$ cat src/hdl/assert_macros.svh
// Assertion macros for a module that checks its own behavior.
`ifndef ASSERT_MACROS_SVH
`define ASSERT_MACROS_SVH

// A condition that must hold at every clock edge outside reset.
`define ASSERT_ALWAYS(label, cond, msg) \
    label: assert property (@(posedge i_clk) disable iff (!i_rst_n) (cond)) \
        else $error(msg);

// A condition that must hold in the cycle after a trigger.
`define ASSERT_NEXT(label, ante, cons, msg) \
    label: assert property (@(posedge i_clk) disable iff (!i_rst_n) (ante) |=> (cons)) \
        else $error(msg);

`endif

$ cat src/hdl/wplc_pkg.sv
// Shared types, widths, constants and tables of the waypoint pursuit lap controller.
package wplc_pkg;

    localparam int POSITION_BITS = 20;
    localparam int CORDIC_STEPS  = 16;
    localparam int STEP_W        = $clog2(CORDIC_STEPS);

    // Field widths that are fixed.
    localparam int YAW_W   = 15;
    localparam int TIME_W  = 16;
    localparam int PEND_W  = 17;
    localparam int DT_W    = 18;
    localparam int LIN_W   = 13;
    localparam int ANG_W   = 15;
    localparam int DIST_W  = 24;
    localparam int STAT_W  = 2;
    localparam int LGAIN_W = 12;
    localparam int AGAIN_W = 12;
    localparam int AMAX_W  = 14;
    localparam int RAD_W   = 16;

    // Datapath widths.
    localparam int OFF_W   = POSITION_BITS + 1;
    localparam int CW      = POSITION_BITS + 4;
    localparam int Z_W     = 21;
    localparam int ERR_W   = 22;
    localparam int PROD_W  = CW - 1 + 24;
    localparam int MAG_W   = CW;
    localparam int LPROD_W = LGAIN_W + MAG_W;
    localparam int APROD_W = AGAIN_W + 1 + ERR_W;
    localparam int IPROD_W = LIN_W + DT_W;

    localparam logic signed [Z_W-1:0] PI_Q16       = Z_W'(205887);
    localparam logic [23:0]           INV_GAIN_Q24 = 24'd10188014;
    localparam logic [PEND_W-1:0]     PEND_MAX     = '1;
    localparam logic [DIST_W-1:0]     DIST_MAX     = '1;

    // Stream packing.
    localparam int RX_LSB     = 0;
    localparam int RY_LSB     = POSITION_BITS;
    localparam int YAW_LSB    = 2 * POSITION_BITS;
    localparam int WX_LSB     = 2 * POSITION_BITS + YAW_W;
    localparam int WY_LSB     = 3 * POSITION_BITS + YAW_W;
    localparam int EL_LSB     = 4 * POSITION_BITS + YAW_W;
    localparam int IN_DATA_W  = ((4 * POSITION_BITS + YAW_W + TIME_W + 7) / 8) * 8;
    localparam int IN_USER_W  = 3;
    localparam int OUT_LIN_LSB  = 0;
    localparam int OUT_ANG_LSB  = LIN_W;
    localparam int OUT_DIST_LSB = LIN_W + ANG_W;
    localparam int OUT_DATA_W = ((LIN_W + ANG_W + DIST_W + 7) / 8) * 8;
    localparam int OUT_USER_W = STAT_W;

    // Configuration port.
    localparam int ADDR_W = 5;
    localparam int APB_W  = 32;

    typedef enum logic [2:0] {
        REG_LINEAR_GAIN,
        REG_ANGULAR_GAIN,
        REG_MAX_LINEAR,
        REG_MAX_ANGULAR,
        REG_STOP_RADIUS,
        REG_LAP_MIN,
        REG_HOME_RADIUS
    } t_reg;

    typedef enum logic [1:0] {
        ACT_START,
        ACT_TICK,
        ACT_CANCEL
    } t_action;

    typedef enum logic [STAT_W-1:0] {
        ST_RUNNING,
        ST_LAP,
        ST_CANCELED
    } t_status;

    typedef struct packed {
        logic [LGAIN_W-1:0] linear_gain;
        logic [AGAIN_W-1:0] angular_gain;
        logic [LIN_W-1:0]   max_linear_speed;
        logic [AMAX_W-1:0]  max_angular_speed;
        logic [RAD_W-1:0]   stop_radius;
        logic [DIST_W-1:0]  lap_min_distance;
        logic [RAD_W-1:0]   home_radius;
    } t_cfg;

    // Commands from the controller to the datapath.
    typedef struct packed {
        logic load;
        logic start;
        logic abort;
        logic cancel;
        logic pend;
        logic cord_init;
        logic cord_sel;
        logic cord_step;
        logic mag_mul;
        logic mag_fin;
        logic err;
        logic mul;
        logic clamp;
        logic inc;
        logic accum;
        logic decide;
    } t_cmd;

    // Status from the datapath to the controller.
    typedef struct packed {
        logic [1:0] action;
        logic       pose_valid;
        logic       running;
        logic       out_free;
        logic       cord_last;
        logic       sel;
    } t_stat;

    // Arctangent of 2^-i in Q.16 radians.
    function automatic logic [15:0] atan_q16(input logic [4:0] idx);
        logic [15:0] v;
        case (idx)
            5'd0:    v = 16'd51472;
            5'd1:    v = 16'd30386;
            5'd2:    v = 16'd16055;
            5'd3:    v = 16'd8150;
            5'd4:    v = 16'd4091;
            5'd5:    v = 16'd2047;
            5'd6:    v = 16'd1024;
            5'd7:    v = 16'd512;
            5'd8:    v = 16'd256;
            5'd9:    v = 16'd128;
            5'd10:   v = 16'd64;
            5'd11:   v = 16'd32;
            5'd12:   v = 16'd16;
            5'd13:   v = 16'd8;
            5'd14:   v = 16'd4;
            5'd15:   v = 16'd2;
            5'd16:   v = 16'd1;
            default: v = 16'd0;
        endcase
        return v;
    endfunction

endpackage

$ cat src/hdl/wplc_regs.sv
// Configuration register file behind the APB-style port.
module wplc_regs (
    input  logic                          i_clk,
    input  logic                          i_rst_n,
    input  logic                          psel,
    input  logic                          penable,
    input  logic                          pwrite,
    input  logic [wplc_pkg::ADDR_W-1:0]   paddr,
    input  logic [wplc_pkg::APB_W-1:0]    pwdata,
    output logic [wplc_pkg::APB_W-1:0]    prdata,
    output logic                          pready,
    output wplc_pkg::t_cfg                o_cfg
);

    wplc_pkg::t_cfg r_cfg;
    wplc_pkg::t_reg w_idx;
    logic           w_wr;

    assign pready = 1'b1;
    assign w_idx  = wplc_pkg::t_reg'(paddr[4:2]);
    assign w_wr   = psel && penable && pwrite;
    assign o_cfg  = r_cfg;

    always_ff @(posedge i_clk) begin
        if (!i_rst_n) begin
            r_cfg.linear_gain       <= 12'd128;
            r_cfg.angular_gain      <= 12'd384;
            r_cfg.max_linear_speed  <= 13'd1229;
            r_cfg.max_angular_speed <= 14'd4096;
            r_cfg.stop_radius       <= 16'd205;
            r_cfg.lap_min_distance  <= 24'd8192;
            r_cfg.home_radius       <= 16'd819;
        end else if (w_wr) begin
            case (w_idx)
                wplc_pkg::REG_LINEAR_GAIN:  r_cfg.linear_gain       <= pwdata[11:0];
                wplc_pkg::REG_ANGULAR_GAIN: r_cfg.angular_gain      <= pwdata[11:0];
                wplc_pkg::REG_MAX_LINEAR:   r_cfg.max_linear_speed  <= pwdata[12:0];
                wplc_pkg::REG_MAX_ANGULAR:  r_cfg.max_angular_speed <= pwdata[13:0];
                wplc_pkg::REG_STOP_RADIUS:  r_cfg.stop_radius       <= pwdata[15:0];
                wplc_pkg::REG_LAP_MIN:      r_cfg.lap_min_distance  <= pwdata[23:0];
                wplc_pkg::REG_HOME_RADIUS:  r_cfg.home_radius       <= pwdata[15:0];
                default: ;
            endcase
        end
    end

    always_comb begin
        case (w_idx)
            wplc_pkg::REG_LINEAR_GAIN:  prdata = 32'(r_cfg.linear_gain);
            wplc_pkg::REG_ANGULAR_GAIN: prdata = 32'(r_cfg.angular_gain);
            wplc_pkg::REG_MAX_LINEAR:   prdata = 32'(r_cfg.max_linear_speed);
            wplc_pkg::REG_MAX_ANGULAR:  prdata = 32'(r_cfg.max_angular_speed);
            wplc_pkg::REG_STOP_RADIUS:  prdata = 32'(r_cfg.stop_radius);
            wplc_pkg::REG_LAP_MIN:      prdata = 32'(r_cfg.lap_min_distance);
            wplc_pkg::REG_HOME_RADIUS:  prdata = 32'(r_cfg.home_radius);
            default:                    prdata = '0;
        endcase
    end

endmodule

$ cat src/hdl/wplc_datapath.sv
// Datapath: item registers, lap state, shared CORDIC unit, gains, clamps and result register.
module wplc_datapath (
    input  logic                              i_clk,
    input  logic                              i_rst_n,
    input  wplc_pkg::t_cfg                    i_cfg,
    input  wplc_pkg::t_cmd                    i_cmd,
    output wplc_pkg::t_stat                   o_stat,
    input  logic [wplc_pkg::IN_DATA_W-1:0]    i_tdata,
    input  logic [wplc_pkg::IN_USER_W-1:0]    i_tuser,
    output logic                              o_tvalid,
    input  logic                              i_tready,
    output logic [wplc_pkg::OUT_DATA_W-1:0]   o_tdata,
    output logic [wplc_pkg::OUT_USER_W-1:0]   o_tuser
);

    localparam int P         = wplc_pkg::POSITION_BITS;
    localparam int OFF_W     = wplc_pkg::OFF_W;
    localparam int CW        = wplc_pkg::CW;
    localparam int Z_W       = wplc_pkg::Z_W;
    localparam int ERR_W     = wplc_pkg::ERR_W;
    localparam int PROD_W    = wplc_pkg::PROD_W;
    localparam int MAG_W     = wplc_pkg::MAG_W;
    localparam int LPROD_W   = wplc_pkg::LPROD_W;
    localparam int APROD_W   = wplc_pkg::APROD_W;
    localparam int IPROD_W   = wplc_pkg::IPROD_W;
    localparam int LIN_RAW_W = LPROD_W + 1 - 8;
    localparam int ANG_RAW_W = APROD_W + 1 - 12;
    localparam int LIN_W     = wplc_pkg::LIN_W;
    localparam int ANG_W     = wplc_pkg::ANG_W;
    localparam int DIST_W    = wplc_pkg::DIST_W;
    localparam logic signed [ERR_W-1:0] PI_E     = ERR_W'(wplc_pkg::PI_Q16);
    localparam logic signed [ERR_W-1:0] TWO_PI_E = ERR_W'(2 * 205887);

    // Item registers.
    logic [1:0]                       r_act;
    logic                             r_valid;
    logic signed [P-1:0]              r_rx, r_ry, r_wx, r_wy;
    logic signed [wplc_pkg::YAW_W-1:0] r_yaw;
    logic [wplc_pkg::TIME_W-1:0]      r_elapsed;

    // Lap state.
    logic                             r_running;
    logic signed [P-1:0]              r_sx, r_sy;
    logic [DIST_W-1:0]                r_dtot;
    logic [wplc_pkg::PEND_W-1:0]      r_pend;

    // CORDIC unit.
    logic                             r_sel;
    logic                             r_zero;
    logic [wplc_pkg::STEP_W-1:0]      r_step;
    logic signed [CW-1:0]             r_cx, r_cy;
    logic signed [Z_W-1:0]            r_cz;
    logic [PROD_W-1:0]                r_prod;

    // Command arithmetic.
    logic [MAG_W-1:0]                 r_dist, r_home;
    logic signed [Z_W-1:0]            r_bearing;
    logic signed [ERR_W-1:0]          r_err;
    logic [LPROD_W-1:0]               r_lprod;
    logic signed [APROD_W-1:0]        r_aprod;
    logic [LIN_W-1:0]                 r_lin;
    logic signed [ANG_W-1:0]          r_ang;
    logic [wplc_pkg::DT_W-1:0]        r_dt;
    logic [IPROD_W-1:0]               r_iprod;

    // Result register.
    logic                             r_out_valid;
    logic [LIN_W-1:0]                 r_out_lin;
    logic signed [ANG_W-1:0]          r_out_ang;
    logic [DIST_W-1:0]                r_out_dist;
    logic [wplc_pkg::STAT_W-1:0]      r_out_stat;

    logic signed [OFF_W-1:0]          w_off_x, w_off_y;
    logic signed [CW-1:0]             w_xs, w_ys;
    logic signed [Z_W-1:0]            w_atan;
    logic [CW-2:0]                    w_xpos;
    logic [PROD_W:0]                  w_mag_sum;
    logic [MAG_W-1:0]                 w_mag;
    logic signed [ERR_W-1:0]          w_err0;
    logic [LPROD_W:0]                 w_lin_sum;
    logic [LIN_RAW_W-1:0]             w_lin_raw;
    logic [LIN_W-1:0]                 w_lin;
    logic signed [APROD_W:0]          w_ang_sum;
    logic signed [ANG_RAW_W-1:0]      w_ang_raw, w_amax, w_amin, w_ang;
    logic                             w_go;
    logic [wplc_pkg::PEND_W:0]        w_pend_sum;
    logic [DIST_W:0]                  w_acc;
    logic                             w_lap;

    function automatic logic signed [ERR_W-1:0] wrap_angle(input logic signed [ERR_W-1:0] a);
        logic signed [ERR_W-1:0] v;
        v = a;
        for (int k = 0; k < 4; k++) begin
            if (v > PI_E) begin
                v = v - TWO_PI_E;
            end else if (v < -PI_E) begin
                v = v + TWO_PI_E;
            end
        end
        return v;
    endfunction

    assign w_off_x = i_cmd.cord_sel ? OFF_W'(r_sx) - OFF_W'(r_rx) : OFF_W'(r_wx) - OFF_W'(r_rx);
    assign w_off_y = i_cmd.cord_sel ? OFF_W'(r_sy) - OFF_W'(r_ry) : OFF_W'(r_wy) - OFF_W'(r_ry);
    assign w_xs    = r_cx >>> r_step;
    assign w_ys    = r_cy >>> r_step;
    assign w_atan  = signed'(Z_W'(wplc_pkg::atan_q16(5'(r_step))));

    assign w_xpos    = r_cx[CW-1] ? '0 : r_cx[CW-2:0];
    assign w_mag_sum = (PROD_W+1)'(r_prod) + (PROD_W+1)'(1 << 23);
    assign w_mag     = r_zero ? '0 : w_mag_sum[PROD_W:24];

    assign w_err0 = ERR_W'(r_bearing) - (ERR_W'(r_yaw) <<< 4);

    assign w_go      = r_dist >= MAG_W'(i_cfg.stop_radius);
    assign w_lin_sum = (LPROD_W+1)'(r_lprod) + (LPROD_W+1)'(128);
    assign w_lin_raw = w_lin_sum[LPROD_W:8];
    assign w_lin     = (w_lin_raw > LIN_RAW_W'(i_cfg.max_linear_speed)) ?
                       i_cfg.max_linear_speed : w_lin_raw[LIN_W-1:0];
    assign w_ang_sum = (APROD_W+1)'(r_aprod) + (APROD_W+1)'(2048);
    assign w_ang_raw = w_ang_sum[APROD_W:12];
    assign w_amax    = signed'(ANG_RAW_W'(i_cfg.max_angular_speed));
    assign w_amin    = -w_amax;
    assign w_ang     = (w_ang_raw > w_amax) ? w_amax :
                       (w_ang_raw < w_amin) ? w_amin : w_ang_raw;

    assign w_pend_sum = (wplc_pkg::PEND_W+1)'(r_pend) + (wplc_pkg::PEND_W+1)'(r_elapsed);
    assign w_acc      = (DIST_W+1)'(r_dtot) + (DIST_W+1)'(r_iprod[IPROD_W-1:10]);
    assign w_lap      = (r_dtot > i_cfg.lap_min_distance) &&
                        (r_home < MAG_W'(i_cfg.home_radius));

    // Item and arithmetic registers carry no reset.
    always_ff @(posedge i_clk) begin
        if (i_cmd.load) begin
            r_act     <= i_tuser[1:0];
            r_valid   <= i_tuser[2];
            r_rx      <= signed'(i_tdata[wplc_pkg::RX_LSB +: P]);
            r_ry      <= signed'(i_tdata[wplc_pkg::RY_LSB +: P]);
            r_yaw     <= signed'(i_tdata[wplc_pkg::YAW_LSB +: wplc_pkg::YAW_W]);
            r_wx      <= signed'(i_tdata[wplc_pkg::WX_LSB +: P]);
            r_wy      <= signed'(i_tdata[wplc_pkg::WY_LSB +: P]);
            r_elapsed <= i_tdata[wplc_pkg::EL_LSB +: wplc_pkg::TIME_W];
        end
        if (i_cmd.cord_init) begin
            r_sel  <= i_cmd.cord_sel;
            r_step <= '0;
            r_zero <= (w_off_x == '0) && (w_off_y == '0);
            // A vector in the left half plane is turned by pi first.
            if (w_off_x < 0) begin
                r_cx <= -CW'(w_off_x);
                r_cy <= -CW'(w_off_y);
                r_cz <= (w_off_y >= 0) ? wplc_pkg::PI_Q16 : -wplc_pkg::PI_Q16;
            end else begin
                r_cx <= CW'(w_off_x);
                r_cy <= CW'(w_off_y);
                r_cz <= '0;
            end
        end else if (i_cmd.cord_step) begin
            r_step <= r_step + 1'b1;
            if (!r_cy[CW-1]) begin
                r_cx <= r_cx + w_ys;
                r_cy <= r_cy - w_xs;
                r_cz <= r_cz + w_atan;
            end else begin
                r_cx <= r_cx - w_ys;
                r_cy <= r_cy + w_xs;
                r_cz <= r_cz - w_atan;
            end
        end
        if (i_cmd.mag_mul) begin
            r_prod <= w_xpos * wplc_pkg::INV_GAIN_Q24;
        end
        if (i_cmd.mag_fin) begin
            if (r_sel) begin
                r_home <= w_mag;
            end else begin
                r_dist    <= w_mag;
                r_bearing <= r_zero ? '0 : r_cz;
            end
        end
        if (i_cmd.err) begin
            r_err <= wrap_angle(w_err0);
        end
        if (i_cmd.mul) begin
            r_lprod <= LPROD_W'(i_cfg.linear_gain) * LPROD_W'(r_dist);
            r_aprod <= APROD_W'(signed'({1'b0, i_cfg.angular_gain})) * APROD_W'(r_err);
        end
        if (i_cmd.clamp) begin
            r_lin <= w_go ? w_lin : '0;
            r_ang <= w_go ? w_ang[ANG_W-1:0] : '0;
            r_dt  <= wplc_pkg::DT_W'(r_pend) + wplc_pkg::DT_W'(r_elapsed);
        end
        if (i_cmd.inc) begin
            r_iprod <= IPROD_W'(r_lin) * IPROD_W'(r_dt);
        end
        if (i_cmd.cancel) begin
            r_out_lin  <= '0;
            r_out_ang  <= '0;
            r_out_dist <= r_dtot;
            r_out_stat <= wplc_pkg::ST_CANCELED;
        end else if (i_cmd.decide) begin
            r_out_lin  <= w_lap ? '0 : r_lin;
            r_out_ang  <= w_lap ? '0 : r_ang;
            r_out_dist <= r_dtot;
            r_out_stat <= w_lap ? wplc_pkg::ST_LAP : wplc_pkg::ST_RUNNING;
        end
    end

    always_ff @(posedge i_clk) begin
        if (!i_rst_n) begin
            r_running   <= 1'b0;
            r_sx        <= '0;
            r_sy        <= '0;
            r_dtot      <= '0;
            r_pend      <= '0;
            r_out_valid <= 1'b0;
        end else begin
            if (i_cmd.start) begin
                r_running <= 1'b1;
                r_sx      <= r_rx;
                r_sy      <= r_ry;
                r_dtot    <= '0;
                r_pend    <= '0;
            end
            if (i_cmd.abort) begin
                r_running <= 1'b0;
            end
            if (i_cmd.cancel) begin
                r_running <= 1'b0;
                r_pend    <= '0;
            end
            if (i_cmd.pend) begin
                r_pend <= w_pend_sum[wplc_pkg::PEND_W] ?
                          wplc_pkg::PEND_MAX : w_pend_sum[wplc_pkg::PEND_W-1:0];
            end
            if (i_cmd.clamp) begin
                r_pend <= '0;
            end
            if (i_cmd.accum) begin
                r_dtot <= w_acc[DIST_W] ? wplc_pkg::DIST_MAX : w_acc[DIST_W-1:0];
            end
            if (i_cmd.decide && w_lap) begin
                r_running <= 1'b0;
            end
            if (i_cmd.cancel || i_cmd.decide) begin
                r_out_valid <= 1'b1;
            end else if (i_tready) begin
                r_out_valid <= 1'b0;
            end
        end
    end

    assign o_stat.action     = r_act;
    assign o_stat.pose_valid = r_valid;
    assign o_stat.running    = r_running;
    assign o_stat.out_free   = !r_out_valid;
    assign o_stat.cord_last  = (r_step == wplc_pkg::STEP_W'(wplc_pkg::CORDIC_STEPS - 1));
    assign o_stat.sel        = r_sel;

    assign o_tvalid = r_out_valid;
    assign o_tdata  = wplc_pkg::OUT_DATA_W'({r_out_dist, r_out_ang, r_out_lin});
    assign o_tuser  = r_out_stat;

endmodule

$ cat src/hdl/wplc_ctrl.sv
// Controller state machine that sequences the datapath through one item.
module wplc_ctrl (
    input  logic            i_clk,
    input  logic            i_rst_n,
    input  logic            i_tvalid,
    input  wplc_pkg::t_stat i_stat,
    output logic            o_ready,
    output wplc_pkg::t_cmd  o_cmd
);

    typedef enum logic [3:0] {
        S_IDLE,
        S_DECODE,
        S_CORD,
        S_MAG_MUL,
        S_MAG_FIN,
        S_ERR,
        S_MUL,
        S_CLAMP,
        S_INC,
        S_ACC,
        S_DECIDE
    } t_state;

    t_state r_state, n_state;
    logic   r_ready;

    assign o_ready = r_ready;

    always_comb begin
        n_state = r_state;
        o_cmd   = '0;
        case (r_state)
            S_IDLE: begin
                if (r_ready && i_tvalid) begin
                    o_cmd.load = 1'b1;
                    n_state    = S_DECODE;
                end
            end
            S_DECODE: begin
                case (wplc_pkg::t_action'(i_stat.action))
                    wplc_pkg::ACT_START: begin
                        o_cmd.start = i_stat.pose_valid;
                        o_cmd.abort = !i_stat.pose_valid;
                        n_state     = S_IDLE;
                    end
                    wplc_pkg::ACT_CANCEL: begin
                        if (!i_stat.running) begin
                            n_state = S_IDLE;
                        end else if (i_stat.out_free) begin
                            o_cmd.cancel = 1'b1;
                            n_state      = S_IDLE;
                        end
                    end
                    wplc_pkg::ACT_TICK: begin
                        if (!i_stat.running) begin
                            n_state = S_IDLE;
                        end else if (!i_stat.pose_valid) begin
                            o_cmd.pend = 1'b1;
                            n_state    = S_IDLE;
                        end else begin
                            o_cmd.cord_init = 1'b1;
                            n_state         = S_CORD;
                        end
                    end
                    default: n_state = S_IDLE;
                endcase
            end
            S_CORD: begin
                o_cmd.cord_step = 1'b1;
                if (i_stat.cord_last) begin
                    n_state = S_MAG_MUL;
                end
            end
            S_MAG_MUL: begin
                o_cmd.mag_mul = 1'b1;
                n_state       = S_MAG_FIN;
            end
            S_MAG_FIN: begin
                o_cmd.mag_fin = 1'b1;
                n_state       = i_stat.sel ? S_DECIDE : S_ERR;
            end
            S_ERR: begin
                o_cmd.err = 1'b1;
                n_state   = S_MUL;
            end
            S_MUL: begin
                o_cmd.mul = 1'b1;
                n_state   = S_CLAMP;
            end
            S_CLAMP: begin
                o_cmd.clamp = 1'b1;
                n_state     = S_INC;
            end
            S_INC: begin
                o_cmd.inc = 1'b1;
                n_state   = S_ACC;
            end
            S_ACC: begin
                // The home distance vectoring starts while the travel sum settles.
                o_cmd.accum     = 1'b1;
                o_cmd.cord_init = 1'b1;
                o_cmd.cord_sel  = 1'b1;
                n_state         = S_CORD;
            end
            S_DECIDE: begin
                if (i_stat.out_free) begin
                    o_cmd.decide = 1'b1;
                    n_state      = S_IDLE;
                end
            end
            default: n_state = S_IDLE;
        endcase
    end

    always_ff @(posedge i_clk) begin
        if (!i_rst_n) begin
            r_state <= S_IDLE;
            r_ready <= 1'b0;
        end else begin
            r_state <= n_state;
            r_ready <= (n_state == S_IDLE);
        end
    end

endmodule

$ cat src/hdl/waypoint_pursuit_lap_controller.sv
// Top level of the waypoint pursuit lap controller.
// Items enter on the slave stream (i_tvalid, o_tready, i_tdata, i_tuser) and
// results leave on the master stream (o_tvalid, i_tready, o_tdata, o_tuser).
// Gains, clamps and radii sit in an APB-style register file; the user must
// write it only while the block is idle, which the block does not enforce.
// A start, an abort, an ignored item or a tick without a valid pose passes
// only through the decode state, during which o_tready is low. A cancel while
// running does the same once the output register is free, waits in decode
// while it is full, and puts its result in the output register.
// A tick with a valid pose runs decode, two CORDIC vectorings of CORDIC_STEPS
// iterations each on one shared shift-add unit, magnitude scaling, heading
// error, multiply, clamp and travel update; its result appears in the output
// register and o_tready rises with it.
// The result waits in an output register; the next item is accepted while it
// waits, and the block stalls only when a second result is ready before the
// first was taken.
// Reset clears the lap state and the output valid flag, loads the register
// file defaults; o_tready rises at the clock edge after reset is released.
module waypoint_pursuit_lap_controller (
    input  logic                              i_clk,
    input  logic                              i_rst_n,
    input  logic                              i_tvalid,
    output logic                              o_tready,
    // robot_x, robot_y, robot_yaw, waypoint_x, waypoint_y, elapsed_time
    input  logic [wplc_pkg::IN_DATA_W-1:0]    i_tdata,
    // action, pose_valid
    input  logic [wplc_pkg::IN_USER_W-1:0]    i_tuser,
    output logic                              o_tvalid,
    input  logic                              i_tready,
    // linear_command, angular_command, travelled_distance
    output logic [wplc_pkg::OUT_DATA_W-1:0]   o_tdata,
    // status
    output logic [wplc_pkg::OUT_USER_W-1:0]   o_tuser,
    input  logic                              psel,
    input  logic                              penable,
    input  logic                              pwrite,
    input  logic [wplc_pkg::ADDR_W-1:0]       paddr,
    input  logic [wplc_pkg::APB_W-1:0]        pwdata,
    output logic [wplc_pkg::APB_W-1:0]        prdata,
    output logic                              pready
);

`include "assert_macros.svh"

    wplc_pkg::t_cfg  w_cfg;
    wplc_pkg::t_cmd  w_cmd;
    wplc_pkg::t_stat w_stat;

    wplc_regs u_regs (
        .i_clk   (i_clk),
        .i_rst_n (i_rst_n),
        .psel    (psel),
        .penable (penable),
        .pwrite  (pwrite),
        .paddr   (paddr),
        .pwdata  (pwdata),
        .prdata  (prdata),
        .pready  (pready),
        .o_cfg   (w_cfg)
    );

    wplc_ctrl u_ctrl (
        .i_clk    (i_clk),
        .i_rst_n  (i_rst_n),
        .i_tvalid (i_tvalid),
        .i_stat   (w_stat),
        .o_ready  (o_tready),
        .o_cmd    (w_cmd)
    );

    wplc_datapath u_dp (
        .i_clk    (i_clk),
        .i_rst_n  (i_rst_n),
        .i_cfg    (w_cfg),
        .i_cmd    (w_cmd),
        .o_stat   (w_stat),
        .i_tdata  (i_tdata),
        .i_tuser  (i_tuser),
        .o_tvalid (o_tvalid),
        .i_tready (i_tready),
        .o_tdata  (o_tdata),
        .o_tuser  (o_tuser)
    );

    `ASSERT_NEXT(a_busy_after_item, i_tvalid && o_tready, !o_tready, "ready after an item")
    `ASSERT_ALWAYS(a_lap_zero_cmd, !(o_tvalid && o_tuser == wplc_pkg::ST_LAP) || (o_tdata[27:0] == 28'd0), "lap result with a command")
    `ASSERT_ALWAYS(a_cancel_zero_cmd, !(o_tvalid && o_tuser == wplc_pkg::ST_CANCELED) || (o_tdata[27:0] == 28'd0), "cancel result with a command")
    `ASSERT_ALWAYS(a_lin_clamped, !o_tvalid || (o_tdata[12:0] <= w_cfg.max_linear_speed), "speed above clamp")

endmodule
$ cat config.mk
export PLATFORM = sky130hd
export DESIGN_NAME = waypoint_pursuit_lap_controller
export DESIGN_NICKNAME = d
export VERILOG_FILES = /design/src/hdl/wplc_pkg.sv /design/src/hdl/wplc_regs.sv /design/src/hdl/wplc_datapath.sv /design/src/hdl/wplc_ctrl.sv /design/src/hdl/waypoint_pursuit_lap_controller.sv
export VERILOG_INCLUDE_DIRS = /design/src /design/src/hdl
export SDC_FILE = /design/constraint.sdc
export NUM_CORES = 2
export LEC_CHECK = 0
export ABC_CLOCK_PERIOD_IN_PS = 9700
export BUFFER_PORTS_ARGS = -buffer_cell sky130_fd_sc_hd__buf_2
export CORE_UTILIZATION = 59
export CTS_BUF_LIST = sky130_fd_sc_hd__clkbuf_16
export DETAILED_ROUTE_END_ITERATION = 6
export PLACE_DENSITY = 0.88
export SETUP_SLACK_MARGIN = 0.15
export SLEW_MARGIN = 25
export SYNTH_ARGS = -nofsm -noshare
export SYNTH_HDL_FRONTEND = slang
export SYNTH_SLANG_ARGS = --single-unit
$ cat constraint.sdc
create_clock -name i_clk -period 9.7 [get_ports i_clk]
set_clock_uncertainty 0.15 [all_clocks]
set_input_delay 0.97 -clock i_clk [delete_from_list [all_inputs] [get_ports i_clk]]
set_output_delay 0.97 -clock i_clk [all_outputs]
set_load 0.005 [all_outputs]
==> metrics list <==
- Run status: complete, but fails checks
- The checks that failed: design-rule violations.
* Number of clock sinks: 689
* Final max-slew violation count: 0
- The clock period could shrink to ~9 ns.
* Post-synthesis share of cell area spent on and, or, nand and nor gates: 15.7%
* Main combinational cell family by area after synthesis: adder cells
- The portion of synthesized area spent on multiplexers is around 1.6%.
- Distinct cell type count after synthesis: about 120
* Cell at the root of the clock tree: clkbuf_16
- The via count of the first global-routing pass was ~65000.
- Ranked by total cell area, the synthesized netlist is headed by fa_1 (23%), edfxtp_1 (17%), ha_1 (12%).
- The min-delay analysis places its worst path in the category input port to flip-flop.
- Entering global routing, the biggest net connects 89 pins.
- The share of total power dissipated in combinational logic is 32.3%.
* Vertical die dimension: 366 µm
- Data on the critical path arrives at its endpoint at ~9.4 ns.
- Using the TritonRoute via totals, the vias-per-cell ratio works out to ~6.
- The floorplan step set the die width to approximately 370 µm.
* NetSw: between 0.003 and 0.004 W
* Remaining global-route overflow: 0
- Counting flops with a built-in enable in the synthesized netlist gives 444.
- Clock buffers created by TritonCTS: 79
* RSZ-0062 raised after global routing: false
* Total number of vias: 62664
* Hold_buf cts: 0
- Yosys instantiated no cell more often than inv_1.
* Clk slew on worst S/H paths: about 0.07 ns
- Post-detailed-route count of antenna-violating nets: 0
- Total Routing Usage GR: 30.8%
- Of all nets on the critical path, the largest fanout is 18.
* Area share of fa/ha/maj cells after synthesis: 34.7%
* Share of Yosys cell area claimed by the top area cell type: 22.9%
- Of the available clock period, the critical path in the final layout requires between 90% and 100%.
* Nets: between 10000 and 15000
* Max-capacitance violation count: 0
* Type of the worst setup path: flip-flop to flip-flop
* Dominant cell type by area after synthesis: fa_1
- Fraction of registers with async set/reset: 0%
* Required time of the critical path: 9.96 ns
* Initial core utilization: 59.5%
* Detailed-route wire length on metal 1: just under 80 mm
- Power share of the sequential group: 34.7%
- Of the total power, the share spent switching nets is between 30% and 40%.
- Count of TritonRoute iterations in the first routing pass: 7
- Core Box Area: 0.131 mm²
- Part of the power in the clock network: 33.0%
- Global-route wire length before repair: 333 mm
* Latest clock arrival within the worst-skew pair: between 0.7 and 0.8 ns
* Total met2 wirelength after detailed routing: 98.5 mm
* Number of port buffers: 227
- STA classifies the critical path endpoint as a flip-flop.
* HPWL after DPL: 159 mm
* Share of post-route cells with drive strength above 1: approximately 7.7%
- After the first detailed-routing iteration, the DRC count stood at 5984.
- In the synthesized netlist, the number of instances is 8571.
- Antenna violations before repair: 6
- The share of the Yosys chip area taken by registers is 23.3%.
- For this run, design rule violations remaining after detail routing come to 10.
- The die covers roughly 0.13 mm².
- I/O pin count: 252
- For the pin with the worst max-slew slack, the measured transition is 1.14 ns.
- Internal: 0.00622 W
- The worst path meets setup with 0.598 ns of slack.
- Critical path startpoint category: flip-flop
- Slew HR: 24.1%
- Post-synthesis cell area: 0.0783 mm²
* Number of hold violations in the final report: 0
- Summing the areas of all compound-gate instances in the mapped netlist gives 11.7% of the synthesized area.
- Clock tree from TritonCTS: done
- The slowest stage of the critical path belongs to the cell fa_1.
- Total Routed Length: 206 mm
- At the placement stage, the worst setup path has a slack of 0.0248 ns.
- For the final routed database, the setup TNS stands at 0 ns.
- Uppermost routed layer: met5
* RePlAce Congestion: 0.987
- Met3 routed wirelength: 19.9 mm
* Power density of the placed cells: around 110 mW/mm²
- Area growth from synthesis to layout: 7.79%
- Maximum buffer depth of the clock tree: 3
* Cell Rows: 133
* Most common library cells after synthesis: inv_1 (1324), nand2_1 (1172), fa_1 (896)
* Final-report setup violation count: 0
- Number of levels the H-tree was split into: 3
* Highest clock frequency the design can meet: between 0.1 and 0.15 GHz
- Each instance of the synthesized netlist takes up on average 9.13 µm².
- Counting flops and latches in the post-synthesis netlist gives 689.
* Yosys synthesis warning count: 0
- The analysis attributes to cell leakage a power of 38.5 nW.
- Largest stage delay, worst path: 0.60 ns
* Dominant synthesized flop cell: edfxtp_1
- Worst supply voltage drop on vdd: 141 µV
- The synthesized netlist devotes approximately 4.7% of its cell area to XOR and XNOR gates.
- In the final routed layout, each cell accounts on average for 19.7 µm.
layer usage:
metal | vias up | GRT usage [%]
met3 | 724 | 5.69
met5 | - | 0
li1 | 28241 | -
met1 | 30450 | 38.3
met2 | 3241 | 51.4
met4 | 8 | 15.1
worst max-delay path: cells and delay by family, from the launching register on:
kind / cells / cell delay (ns)
simple gates: 3 / 0.63
compound gates: 15 / 3.12
flops: 1 / 0.38
buf+inv: 9 / 1.10
fa+ha+maj: 7 / 3.34
xor+xnor: 1 / 0.07
power by group through the flow:
stage / sequential, W / clock [W] / combinational [W]
6_report: 0.00329 / 0.00312 / 0.00306
3_3_place_gp: 0.00335 / 0 / 0.00286
4_1_cts: 0.00329 / 0.00314 / 0.00297
3_5_place_dp: 0.00335 / 0 / 0.00295
5_1_grt: 0.00329 / 0.00325 / 0.00337
2_1_floorplan: 0.00334 / 0 / 0.00223
path summary, 6_finish.rpt:
check                           slack [ns]     startpoint               to  cells after the start
worst max-delay path                  0.60  u_dp.r_cx[23]  u_dp.r_prod[46]                     35
worst min-delay path                  0.25    i_tdata[26]     u_dp.r_ry[6]                      1
worst max register to register        0.60  u_dp.r_cx[23]  u_dp.r_prod[46]                     35
worst min register to register        0.30   u_dp.r_sy[0]     u_dp.r_sy[0]                      2
cell usage in the layout (no fill, tap or decap), types with 34 or more instances in the layout:
cell and count:
o21ai_0 253, nor2b_1 101, nand2b_1 91, nand3_1 113, o21a_1 78, inv_1 1328, fa_1 896, nor3_1 123
a21o_1 90, buf_2 227, a31oi_1 35, nand2_1 1172, ha_1 738, xor2_1 122, a22o_1 34, or3_1 46
a21oi_1 491, o211ai_1 49, and3_1 65, buf_4 139, edfxtp_1 444, a211oi_1 43, nor2_1 434, mux2i_1 69
dfxtp_1 240, nand4_1 41, xnor2_1 274, o21bai_1 48, clkbuf_16 85, and2_1 331
cell type report:
type,count,area (µm²)
fill,9875,47100
inverter,1327,4990
timing repair buffer,372,2310
antenna,3,7.51
multi-input combinational,6200,53900
tap,1755,2200
clock inverter,63,606
clock buffer,85,2130
sequential,689,18200
flip-flops by register name, summed over array words and instances, names as in the netlist, 21 cells and up:
signal           flops
u_dp.r_bearing      21
u_dp.r_cx           24
u_dp.r_err          22
u_dp.r_dist         24
u_dp.r_prod         24
u_dp.r_cy           24
u_dp.r_lprod        29
u_regs.o_cfg       107
u_dp.r_dtot         24
u_dp.r_iprod        21
u_dp.r_home         24
u_dp.r_aprod        24
u_dp.r_out_dist     24
u_dp.r_cz           21
timing repair:
item,4_1_cts,5_1_grt
endpoints found under the setup margin,21,24
gates resized for setup,1,31
setup buffers,4,23
gates cloned,0,0
pin swaps,1,8
kinds of logic (layout without fill, tap and decap cells):
| logic type | Yosys count | in the layout |
|---|---|---|
| compound gates | 1402 | 1402 |
| xor+xnor | 411 | 411 |
| fa+ha+maj | 1634 | 1634 |
| buf+inv | 1693 | 1847 |
| flops | 689 | 689 |
| mux | 105 | 105 |
| other cells | 2 | 16 |
| simple gates | 2635 | 2635 |
stage by stage:
stage          area [µm²]  utilization [%]  std cells  total power (W)  hold slack (ns)
2_1_floorplan       78300                -       8582          0.00557            0.286
6_report            84300             64.2      10494          0.00947            0.251
4_1_cts             83900             63.8      10466          0.00940            0.217
3_3_place_gp        81100             61.7      10314          0.00621            0.291
3_5_place_dp        81100             61.7      10314          0.00630            0.294
5_1_grt             84300             64.2      10492          0.00991            0.230
No activity file was read; power rests on OpenSTA's default activity.
